File: config.mk
export PLATFORM = sky130hd
export DESIGN_NAME = pls_cell
export DESIGN_NICKNAME = d
export VERILOG_FILES = /design/src/hw/rtl/pls_pkg.sv /design/src/hw/rtl/pls_cell.sv
export SDC_FILE = /design/constraint.sdc
export NUM_CORES = 1
export LEC_CHECK = 0
export BUFFER_PORTS_ARGS = -buffer_cell sky130_fd_sc_hd__buf_2
export CAP_MARGIN = 20
export CELL_PAD_IN_SITES_DETAIL_PLACEMENT = 1
export CELL_PAD_IN_SITES_GLOBAL_PLACEMENT = 1
export CORE_ASPECT_RATIO = 1.1
export CORE_MARGIN = 2
export CORE_UTILIZATION = 28
export DETAILED_ROUTE_END_ITERATION = 10
export GPL_ROUTABILITY_DRIVEN = 0
export PLACE_DENSITY = 0.8
export SLEW_MARGIN = 20
export SYNTH_ARGS = -nofsm -noshare
export SYNTH_HDL_FRONTEND = slang
export SYNTH_SLANG_ARGS = --single-unit
File: constraint.sdc
create_clock -name clock -period 2.9 [get_ports clock]
set_clock_uncertainty 0.15 [all_clocks]
set_input_delay 0.29 -clock clock [delete_from_list [all_inputs] [get_ports clock]]
set_output_delay 0.29 -clock clock [all_outputs]
set_load 0.05 [all_outputs]
File: src/hw/rtl/pls_pkg.sv
// Package: shared constants, types and cell control for the positional list store.
package pls_pkg;

   localparam int DEPTH  = 128;
   localparam int ITEM_W = 32;
   localparam int POS_W  = 7;
   localparam int CNT_W  = $clog2(DEPTH + 1);
   localparam int CMP_W  = (CNT_W > POS_W) ? CNT_W : POS_W;
   localparam int OUT_CNT_W = 8;

   typedef enum logic [1:0] {
      OP_INSERT = 2'd0,
      OP_APPEND = 2'd1,
      OP_DELETE = 2'd2,
      OP_READ   = 2'd3
   } op_type;

   typedef enum logic [1:0] {
      STAT_OK     = 2'd0,
      STAT_FULL   = 2'd1,
      STAT_BADPOS = 2'd2
   } status_type;

   typedef enum logic [0:0] {
      ST_IDLE = 1'b0,
      ST_SCAN = 1'b1
   } state_type;

   typedef struct packed {
      logic             ins;
      logic             app;
      logic             del;
      logic             load;
      logic             shift;
      logic [CMP_W-1:0] pos;
      logic [CMP_W-1:0] held;
   } cell_ctl_type;

endpackage

File: src/hw/rtl/pls_cell.sv
// One list cell: a stored slot plus a pick register that shifts toward the front.
module pls_cell (
   input  logic                             clock,
   input  pls_pkg::cell_ctl_type            ctl,
   input  logic [pls_pkg::CMP_W-1:0]        idx,
   input  logic signed [pls_pkg::ITEM_W-1:0] item,
   input  logic signed [pls_pkg::ITEM_W-1:0] left_slot,
   input  logic signed [pls_pkg::ITEM_W-1:0] right_slot,
   input  logic signed [pls_pkg::ITEM_W-1:0] right_pick,
   output logic signed [pls_pkg::ITEM_W-1:0] slot,
   output logic signed [pls_pkg::ITEM_W-1:0] pick
);

   logic signed [pls_pkg::ITEM_W-1:0] slot_ff, slot_in;
   logic signed [pls_pkg::ITEM_W-1:0] pick_ff, pick_in;
   logic eq_pos, gt_pos, eq_held;

   always_comb begin
      eq_pos  = (idx == ctl.pos);
      gt_pos  = (idx > ctl.pos);
      eq_held = (idx == ctl.held);
      slot_in = slot_ff;
      if (ctl.ins) begin
         if (eq_pos) begin
            slot_in = item;
         end else if (gt_pos) begin
            slot_in = left_slot;
         end
      end else if (ctl.app) begin
         if (eq_held) begin
            slot_in = item;
         end
      end else if (ctl.del) begin
         if (eq_pos || gt_pos) begin
            slot_in = right_slot;
         end
      end
      pick_in = pick_ff;
      if (ctl.load) begin
         pick_in = slot_ff;
      end else if (ctl.shift) begin
         pick_in = right_pick;
      end
   end

   always_ff @(posedge clock) begin
      slot_ff <= slot_in;
      pick_ff <= pick_in;
   end

   assign slot = slot_ff;
   assign pick = pick_ff;

endmodule

==> flow_summary_export.csv, run 1 <==
group,metric,value,unit
run_status,outcome,"complete, no violations",
route,routed_wl,12.68,mm
setup_path,worst_ep_required_time,2910,ps
power_and_ir_drop,p_seq_frac,0.386,
timing,fmax,0.4675,GHz
setup_path,crit_start,"ctl[15]",
route,vias_per_cell,4.993,
setup_path,ff2ff_setup_slack,1770,ps
floorplan,fp.coreArea,12640,µm²
power_and_ir_drop,combPwrFrac,0.285,
worst_hold_path,worstHoldStart,"right_pick[2]",
timing,slew_headroom,0.4186,
timing,fin_crit_sh,0.7376,
yosys,synthAdderAreaFrac,0.02758,
floorplan,ios,222,
yosys,synth_compound_area_frac,0.1320,
yosys,yosysWarnings,0,
global_route,gr-usage-all-layers,0.1749,
floorplan,die_area,13890,µm²
power_and_ir_drop,pwr_density_cell,612.6,nW/µm²
yosys,syn_nets,492,
power_and_ir_drop,p_clk_frac,0.330,
setup_path,crit_family,"simple AND/OR/NAND/NOR gates",
global_route,antenna_found_initial,1,
final_layout,final_util,0.4094,
clocking,cts_buffers,9,
setup_path,r2r_cells,1,
yosys,synthSimpleGateAreaFrac,0.1431,
yosys,synthXorXnorAreaFrac,0.01930,
placement,placement.setup.worst_slack,376.6,ps
worst_hold_path,worstHoldPathType,"in2reg",
setup_path,reg2reg_from,"slot[1]$_DFFE_PP_",
clocking,cts_root_buf,"clkbuf_16",
power_and_ir_drop,intPower,2.095,mW
worst_hold_path,holdPathEnd,"pick[2]$_DFFE_PP_",
clocking,hold_buffers,0,
timing,setup_violations,0,
yosys,synth_top_family_by_area,"simple AND/OR/NAND/NOR gates",
worst_hold_path,hold_depth,2,
power_and_ir_drop,total_power,3.171,mW
final_layout,syn_to_final_growth,42.61,%
global_route,grt_overflow,0,
power_and_ir_drop,switchingPower,1.076,mW
yosys,synth_cells,326,
final_layout,final_nets,705,
final_layout,multiInputGateArea,1559,µm²
clocking,cts-htree-levels,3,
timing,min_period,2139,ps
yosys,ys_ff_latch,64,
setup_path,cp_max_fo,21,
yosys,synthArstFlopShare,0,
setup_path,path_class,"in2reg",
yosys,muxShareOfSynthArea,0.09928,
final_layout,fillers,1490,
route,drc,0,
clocking,post_cts_buffers,0,
floorplan,die_x,112.6,µm
timing,grt_setup_unrepaired,"no",
setup_path,critical_path.cell_chain,"buf_2 -> inv_1 -> ha_1 -> nand4_1 -> or2_1 -> buf_4 -> nand2_1 -> a31oi_1",
yosys,syn_avg_cell_area,11.13,µm²
final_layout,instances_no_fill,702,
yosys,synthDistinctLibCells,28,
placement,dp.cells,685,
global_route,first_global_vias,3746,
setup_path,crit_path_top_delay_cell,"or2_1",
global_route,grt_max_degree,66,
yosys,synth-edff-count,64,
clocking,cts_tree,"done",
final_layout,drive_gt1_frac,0.5165,
run,cap_violations,0,
setup_path,worst-path-buf-inv,3,
setup_path,cp.arrival,2150,ps
timing,tightest_slew,872.0,ps
clocking,clock_path_buffers,2,
floorplan,die_h,123.4,µm
yosys,synthFlopType,"edfxtp_1",
route,vias,3505,
power_and_ir_drop,p_leak,2.261,nW
route,wl_per_cell,18.06,µm
setup_path,timing.rr.end,"pick[1]$_DFFE_PP_",
global_route,grt_pass1_wl,18.71,mm
setup_path,crit_path_end_kind,"flop",
floorplan,start_util,0.2871,
clocking,cts_num_sinks,64,
setup_path,startpoint_type,"input pin",
placement,dpl.hpwl,9.860,mm
power_and_ir_drop,swShare,0.3393,
yosys,ys_seq_area_frac,0.5295,
clocking,path_clk_slew,50,ps
timing,finalHoldViolCount,0,
route,first_pass_iters,4,
placement,port_buffers,221,
route,drtIter0Drc,127,
route,ant_nets,0,
clocking,clkLatencyLatePin,330,ps
yosys,syn_area,3630,µm²
final_layout,register_area,1922,µm²
power_and_ir_drop,ir_worst_vdd,0.3016,mV
setup_path,critPathMaxStageDelay,700,ps
clocking,post_cts_resized,0,
timing,setup_ws,760.9,ps
floorplan,rows,43,
timing,slew_viol_final,0,
==> area by class of cell <==
type / instances / area share
Antenna cell: 1 / 0.0004834
Sequential cell: 64 / 0.3713
Tap cell: 157 / 0.03795
Timing Repair Buffer: 227 / 0.2248
Clock inverter: 6 / 0.01160
Inverter: 9 / 0.008460
Multi-Input combinational cell: 228 / 0.3012
Clock buffer: 10 / 0.04424
==> cell usage after synthesis (2+ instances only) <==
cell      count  area share
a211oi_1     32       0.066
a21oi_1       3      0.0041
a31oi_1      32       0.055
buf_2        11       0.015
buf_4         4      0.0083
buf_6         3      0.0093
clkbuf_1      7      0.0072
edfxtp_1     64        0.53
ha_1          8       0.028
inv_1         9      0.0093
mux2_2       32       0.099
nand2_1      65       0.067
nand4_1       3      0.0052
nor2_1        2      0.0021
nor2b_1      32       0.055
xor2_1        7       0.017
==> routing by layer <==
metal	track usage	vias up	part of all wire	wire, µm
met2	0.3316	154	0.55	6916
met1	0.1813	1680	0.36	4608
li1	-	1635	-	-
met5	0	-	0	0
met3	0.03873	36	0.054	691
met4	0.08765	0	0.037	464
==> cells by family after synthesis <==
kind of cell | Yosys count
AOI/OAI and AO/OA | 70
xor gates and xnor gates | 8
adders and majority gates | 8
buffers and inverters | 34
DFF | 64
muxes | 32
and+or+nand+nor | 110
==> through the flow <==
step | instance area, µm² | TNS [ps] | hold slack, ps
6_report | 5176 | 0 | 115.1
5_1_grt | 5176 | 0 | 116.0
4_1_cts | 5174 | 0 | 100.3
3_5_place_dp | 4885 | 0 | 417.6
3_3_place_gp | 4885 | 0 | 408.5
2_1_floorplan | 3670 | -71.10 | 359.9
==> state kept, by name, indices dropped and copies added (netlist names) <==
signal  flops
slot       32
pick       32
==> worst max path at each step <==
stage | slack, ps | depth (start not counted) | endpoint
after floorplan | -2 | 6 | slot[0]$_DFFE_PP_
after global placement | 500 | 8 | slot[21]$_DFFE_PP_
after detailed placement | 380 | 8 | slot[19]$_DFFE_PP_
after CTS | 720 | 8 | slot[19]$_DFFE_PP_
after global routing | 620 | 8 | slot[19]$_DFFE_PP_
final | 760 | 8 | slot[23]$_DFFE_PP_
==> power groups by stage <==
stage	combinational (mW)	sequential, mW	clock, mW
floorplan	0.203	1.64	0
global placement	0.885	1.23	0
detailed placement	0.908	1.24	0
CTS	0.910	1.22	1.07
global route	0.952	1.24	1.10
finish	0.903	1.22	1.05
==> cell usage in the layout, fill, tap and decap left out, types with 2 or more instances in the layout <==
cell type / Yosys / final
clkinv_2: 0 / 3
nor2_1: 2 / 2
a21oi_1: 3 / 3
nand4_1: 3 / 3
xor2_1: 7 / 7
ha_4: 0 / 2
nor2b_1: 32 / 32
nand2_1: 65 / 65
a31oi_1: 32 / 32
buf_4: 4 / 5
clkinvlp_4: 0 / 2
a211oi_1: 32 / 32
ha_1: 8 / 6
inv_1: 9 / 7
buf_2: 11 / 221
mux2_2: 32 / 32
edfxtp_1: 64 / 64
clkbuf_16: 0 / 9
Power figures use the tool's default switching activity.
==> run 2, diff against run 1 <==
ABC_AREA = 1   (was default)
CORE_UTILIZATION = 30   (was 28)
PLACE_DENSITY = 0.84   (was 0.8)
clock period = 2.12 ns   (was 2.9 ns; I/O delays follow)
==> run 2 against run 1 <==
  * Critical path depth fell by 1
  * Combinational power rose by 40%
  * Cell area fell by 1.8%
  * Wire length rose by 6.9%
  * Sequential cell count did not move
  * Via count rose by 8.5%
  * Clock power rose by 32%
  * Die area fell by 8.1%
  * Sequential power rose by 38%
  * Total power rose by 36%
  * Critical endpoint is now slot[28]$_DFFE_PP_
  * Largest power group unchanged
==> flow_summary_export.csv, run 2 <==
group,metric,value,unit
timing,grt_setup_unrepaired,"no",
setup_path,worst_ep_required_time,2030,ps
floorplan,die_x,107.9,µm
worst_hold_path,worstHoldPathType,"in2reg",
placement,port_buffers,221,
placement,dpl.hpwl,10.39,mm
setup_path,cp_max_fo,32,
clocking,cts-htree-levels,3,
global_route,grt.met1_usage,0.2233,
route,first_pass_iters,4,
floorplan,ios,222,
yosys,synth_cells,389,
global_route,grt_overflow,0,
yosys,ys_seq_area_frac,0.5391,
floorplan,die_area,12770,µm²
clocking,cts_tree,"done",
yosys,syn_area,3565,µm²
setup_path,cp.arrival,1520,ps
power_and_ir_drop,switchingPower,1.505,mW
route,ant_nets,0,
yosys,synthFlopType,"edfxtp_1",
global_route,grt_use_met2,0.3899,
power_and_ir_drop,p_clk_frac,0.321,
yosys,synth_common_cells,"120 x nand2_1, 64 x edfxtp_1, 60 x o21ai_1",
global_route,grt.busiest_layer,"met2",
global_route,gr-usage-all-layers,0.2100,
global_route,met3_usage,0.03861,
yosys,syn_avg_cell_area,9.164,µm²
power_and_ir_drop,ir_worst_vdd,0.3881,mV
yosys,synth_top_area_cell,"edfxtp_1",
yosys,ys_ff_latch,64,
timing,slew_viol_final,0,
power_and_ir_drop,swShare,0.3478,
yosys,synth_top_area_share,0.5391,
route,wl_per_cell,17.78,µm
yosys,syn_nets,555,
route,drc,0,
timing,tightest_slew,996.6,ps
run,cap_violations,0,
yosys,yosysWarnings,0,
floorplan,rows,41,
floorplan,start_util,0.3088,
clocking,cts_num_sinks,64,
setup_path,startpoint_type,"input pin",
setup_path,path_class,"in2reg",
final_layout,syn_to_final_growth,42.65,%
yosys,yosysMostFrequentCell,"nand2_1",
final_layout,final_nets,772,
yosys,synthArstFlopShare,0,
route,drtIter0Drc,186,
floorplan,die_h,118.3,µm
setup_path,ff2ff_setup_slack,1110,ps
global_route,first_global_vias,4068,
power_and_ir_drop,combPwrFrac,0.291,
power_and_ir_drop,intPower,2.823,mW
timing,finalHoldViolCount,0,
route,vias,3803,
yosys,synth_area_leaders,"edfxtp_1 54%, nand2_1 13%, o21ai_1 8.4%",
floorplan,fp.coreArea,11540,µm²
route,vias_per_cell,4.991,
global_route,grt_pass1_wl,20.65,mm
route,routed_wl,13.55,mm
power_and_ir_drop,total_power,4.328,mW
clocking,path_clk_slew,50,ps
timing,setup_violations,0,
clocking,cts_root_buf,"clkbuf_16",
timing,fin_crit_sh,0.7616,
yosys,synth-edff-count,64,
global_route,antenna_found_initial,2,
final_layout,final_common_cell,"buf_2",
setup_path,crit_path_end_kind,"flop",
run_status,outcome,"complete, no violations",
timing,slew_headroom,0.3348,
clocking,clock_path_buffers,2,
power_and_ir_drop,p_leak,2.449,nW
timing,fmax,0.6194,GHz
power_and_ir_drop,pwr_density_cell,851.2,nW/µm²
timing,min_period,1614,ps
yosys,synthDistinctLibCells,21,
clocking,clkLatencyLatePin,320,ps
power_and_ir_drop,p_seq_frac,0.388,
global_route,grt_max_degree,33,
final_layout,final_cell_mix,"221 x buf_2, 119 x nand2_1, 64 x edfxtp_1",
clocking,cts_buffers,9,
timing,tns,0,ps
clocking,post_cts_resized,0,
final_layout,drive_gt1_frac,0.4043,
## run 2: changes by cell type after synthesis, moves of 5 or more
cell | before | now
a21oi_1 | 3 | 34
nand2_1 | 65 | 120
a31oi_1 | 32 | 0
a22oi_1 | 0 | 32
o21ai_0 | 0 | 5
nor2b_1 | 32 | 0
mux2_2 | 32 | 0
a211oi_1 | 32 | 0
o21ai_1 | 0 | 60
nor2_1 | 2 | 8
inv_1 | 9 | 22
xor2_1 | 7 | 1
## run 2: timing repair
action | CTS | global route
hold endpoints to repair | 1 | 0
setup buffers | 0 | 0
hold buffers | 1 | 0
## run 2: cell type report
type | instances | area [µm²]
Fill cell | 1436 | 6457
Sequential cell | 64 | 1922
Multi-Input combinational cell | 278 | 1415
Timing Repair Buffer | 231 | 1196
Clock buffer | 10 | 229.0
Tap cell | 150 | 187.7
Inverter | 22 | 82.58
Clock inverter | 6 | 50.05
Antenna cell | 1 | 2.502
## run 2: cell families after synthesis
logic type               count (synthesis)  synth area share
XOR/XNOR                                 4          0.009830
adder cells (fa/ha/maj)                  8           0.02808
AND/OR/NAND/NOR                        133            0.1474
buffers and inverters                   47           0.06529
AO/OA/AOI/OAI                          133            0.2102
flip-flops                              64            0.5391
## run 2: worst paths after layout
path | start | to | depth (start not counted)
max reg2reg | slot[3]$_DFFE_PP_ | pick[3]$_DFFE_PP_ | 2
min | right_pick[29] | pick[29]$_DFFE_PP_ | 3
min reg2reg | slot[26]$_DFFE_PP_ | pick[26]$_DFFE_PP_ | 2
max | idx[7] | slot[28]$_DFFE_PP_ | 7
## run 2: routing by layer
layer  wire length (µm)  vias to the layer above  part of all wire
met5                  0                        -                 0
met1               5199                     1815              0.38
li1                   -                     1810                 -
met4                455                        0             0.034
met3                709                       32             0.052
met2               7185                      146              0.53
## run 2: worst max-delay path, stage by stage
cell	delay, ps
buf_2	120
ha_1	300
nand2_1	100
nor2_4	190
nand2_4	240
o21ai_1	230
o21ai_1	100
## run 2: metrics by stage
step | cell area (µm²) | util | hold slack [ps] | cells | worst slack, ps
3_5_place_dp | 4793 | 0.4153 | 337.9 | 744 | 190.9
3_3_place_gp | 4793 | 0.4153 | 327.3 | 744 | 239.7
5_1_grt | 5085 | 0.4405 | 15.00 | 762 | 342.4
6_report | 5085 | 0.4405 | 10.33 | 762 | 505.5
2_1_floorplan | 3567 | - | 240.6 | 389 | 63.38
4_1_cts | 5082 | 0.4403 | 0.2264 | 761 | 521.4
## run 2: power groups by stage
stage	Clock, mW	Combinational (mW)	Sequential [mW]
5_1_grt	1.46	1.34	1.69
4_1_cts	1.42	1.27	1.68
6_report	1.39	1.26	1.68
2_1_floorplan	0	0.282	2.24
3_5_place_dp	0	1.26	1.71
3_3_place_gp	0	1.23	1.70
==> run 3, diff against run 2 <==
CORE_UTILIZATION = 27   (was 30)
PLACE_DENSITY = 0.8   (was 0.84)
clock period = 1.4 ns   (was 2.12 ns; I/O delays follow)
==> run 3 against run 2 <==
  * The flow now finishes with violations (negative setup slack)
  * Sequential share of layout area shrank 7.5 points
  * Critical path depth grew 2
  * Utilization grew 4.5 points
  * Combinational power grew 82%
  * Cell area grew 25%
  * Hold slack lost 3.5 ps
  * Non-clock buffer count grew 77
  * Total power grew 70%
  * Sequential cell count is the same
  * Via count grew 12%
  * Clock power grew 83%
  * Critical path type unchanged
  * Critical endpoint is now slot[22]$_DFFE_PP_
  * Largest cell class is now non-clock buffers
  * Largest power group unchanged
  * Highest routed layer unchanged
==> flow_summary_export.csv, run 3 (synthesis results as in run 2) <==
group,metric,value,unit
run_status,outcome,"finished with violations",
run_status,violations,"negative setup slack",
timing,fin_crit_sh,1.003,
power_and_ir_drop,switchingPower,2.489,mW
final_layout,final_util,0.4855,
setup_path,crit_path_top_delay_cell,"ha_4",
global_route,grt_pass1_wl,24.71,mm
setup_path,cp.depth,9,
setup_path,reg2reg_from,"slot[26]$_DFFE_PP_",
setup_path,critPathMostFrequentCell,"buf_12",
global_route,antenna_found_initial,3,
final_layout,final_common_cell,"buf_2",
timing,finalHoldViolCount,0,
final_layout,final_nets,850,
timing,slew_viol_final,0,
power_and_ir_drop,p_clk_frac,0.345,
timing,grt_setup_unrepaired,"yes",
power_and_ir_drop,combPwrFrac,0.310,
route,wl_per_cell,19.61,µm
power_and_ir_drop,p_seq_frac,0.344,
timing,tightest_slew,327.9,ps
worst_hold_path,worstHoldPathType,"in2reg",
clocking,clock_path_buffers,2,
setup_path,path_class,"in2reg",
route,routed_wl,16.72,mm
floorplan,rows,44,
clocking,cts_num_sinks,64,
power_and_ir_drop,swShare,0.3377,
route,drtIter0Drc,333,
timing,slew_headroom,0.7791,
setup_path,ff2ff_setup_slack,400,ps
route,first_pass_iters,4,
clocking,path_clk_slew,50,ps
setup_path,r2r_cells,2,
setup_path,critical_path.cell_chain,"buf_2 -> ha_4 -> nand2_4 -> nor2_4 -> buf_12 -> nand2_8 -> buf_12 -> o21ai_4 -> o21ai_2",
global_route,first_global_vias,4560,
floorplan,fp.coreArea,13050,µm²
floorplan,die_h,124.5,µm
worst_hold_path,worstHoldStart,"left_slot[21]",
timing,min_period,1404,ps
final_layout,final_cell_mix,"210 x buf_2, 113 x nand2_1, 64 x edfxtp_1",
timing,fmax,0.7124,GHz
floorplan,ios,222,
final_layout,drive_gt1_frac,0.4572,
clocking,cts_tree,"done",
route,drc,0,
setup_path,worst-path-buf-inv,3,
global_route,gr-usage-all-layers,0.2256,
timing,setup_violations,1,
floorplan,die_x,113.6,µm
run,cap_violations,0,
placement,dpl.hpwl,10.67,mm
final_layout,syn_to_final_growth,77.71,%
setup_path,critPathMaxStageDelay,270,ps
route,ant_nets,0,
setup_path,startpoint_type,"input pin",
power_and_ir_drop,pwr_density_cell,1163,nW/µm²
power_and_ir_drop,ir_worst_vdd,0.6067,mV
setup_path,crit_family,"buffers and inverters",
setup_path,crit_path_end_kind,"flop",
worst_hold_path,holdPathEnd,"slot[21]$_DFFE_PP_",
floorplan,die_area,14140,µm²
setup_path,cp.arrival,1310,ps
setup_path,worst_ep_required_time,1310,ps
clocking,cts_root_buf,"clkbuf_16",
power_and_ir_drop,p_leak,2.916,nW
clocking,cts-htree-levels,3,
placement,port_buffers,221,
timing,setup_ws,-3.727,ps
global_route,grt_overflow,0,
clocking,cts_buffers,9,
setup_path,cp_max_fo,6,
clocking,clkLatencyLatePin,320,ps
setup_path,timing.rr.end,"pick[26]$_DFFE_PP_",
power_and_ir_drop,intPower,4.881,mW
floorplan,start_util,0.2732,
global_route,grt_max_degree,34,
route,vias,4252,
worst_hold_path,hold_depth,3,
timing,hold_ws,6.778,ps
route,vias_per_cell,4.985,
[run 3: repair_timing]
item                       in CTS  in global routing
setup endpoints to repair      37                 64
setup buffers                   3                  2
resized for setup              12                 38
hold endpoints to repair       43                  0
gates cloned                    1                  3
hold buffers                   54                  0
pin swaps                       3                 13
[run 3: tightest hold or removal path: stages]
cell	delay, ps
buf_2	80
a21oi_1	30
o21ai_1	120
[run 3: worst max-delay path by stage]
stage	from	endpoint	slack, ps
3_3_place_gp	ctl[9]	slot[1]$_DFFE_PP_	-380
6_report	idx[6]	slot[22]$_DFFE_PP_	-4
5_1_grt	ctl[14]	slot[10]$_DFFE_PP_	-60
2_1_floorplan	ctl[13]	slot[0]$_DFFE_PP_	-240
3_5_place_dp	ctl[9]	slot[7]$_DFFE_PP_	-390
4_1_cts	ctl[13]	slot[13]$_DFFE_PP_	4
[run 3: final cells by class]
cell class	instances	area, µm²
antenna	3	7.507
clock buffer	9	225.2
clock inverter	7	110.1
fill	1548	6713
inverter	22	107.6
multi-input combinational	279	1663
sequential	64	1922
tap	161	201.4
timing repair buffer	308	2098
[run 3: power by group through the flow]
stage          logic [mW]  clock network (mW)  registers (mW)
6_report             2.29                2.54            2.54
5_1_grt              2.42                2.67            2.56
4_1_cts              2.19                2.57            2.54
3_5_place_dp         2.03                   0            2.57
3_3_place_gp         1.98                   0            2.57
2_1_floorplan       0.490                   0            3.39
[run 3: per-layer routing]
layer | GRT usage | part of all wire | vias to the layer above
met5 | 0 | 0 | -
met4 | 0.1076 | 0.036 | 0
met3 | 0.03601 | 0.051 | 39
met2 | 0.4216 | 0.55 | 170
met1 | 0.2436 | 0.36 | 2081
li1 | - | - | 1962
[run 3: metrics by stage]
step	setup slack (ps)	std cells	power (mW)	TNS (ps)	cell area (µm²)
after detailed placement	-389.8	771	4.599	-22580	5134
after CTS	3.584	845	7.298	0	6085
after global placement	-380.2	771	4.547	-21250	5134
final	-3.727	853	7.370	-3.727	6335
after floorplan	-239.7	389	3.879	-8826	3740
after global routing	-60.23	853	7.642	-2022	6335
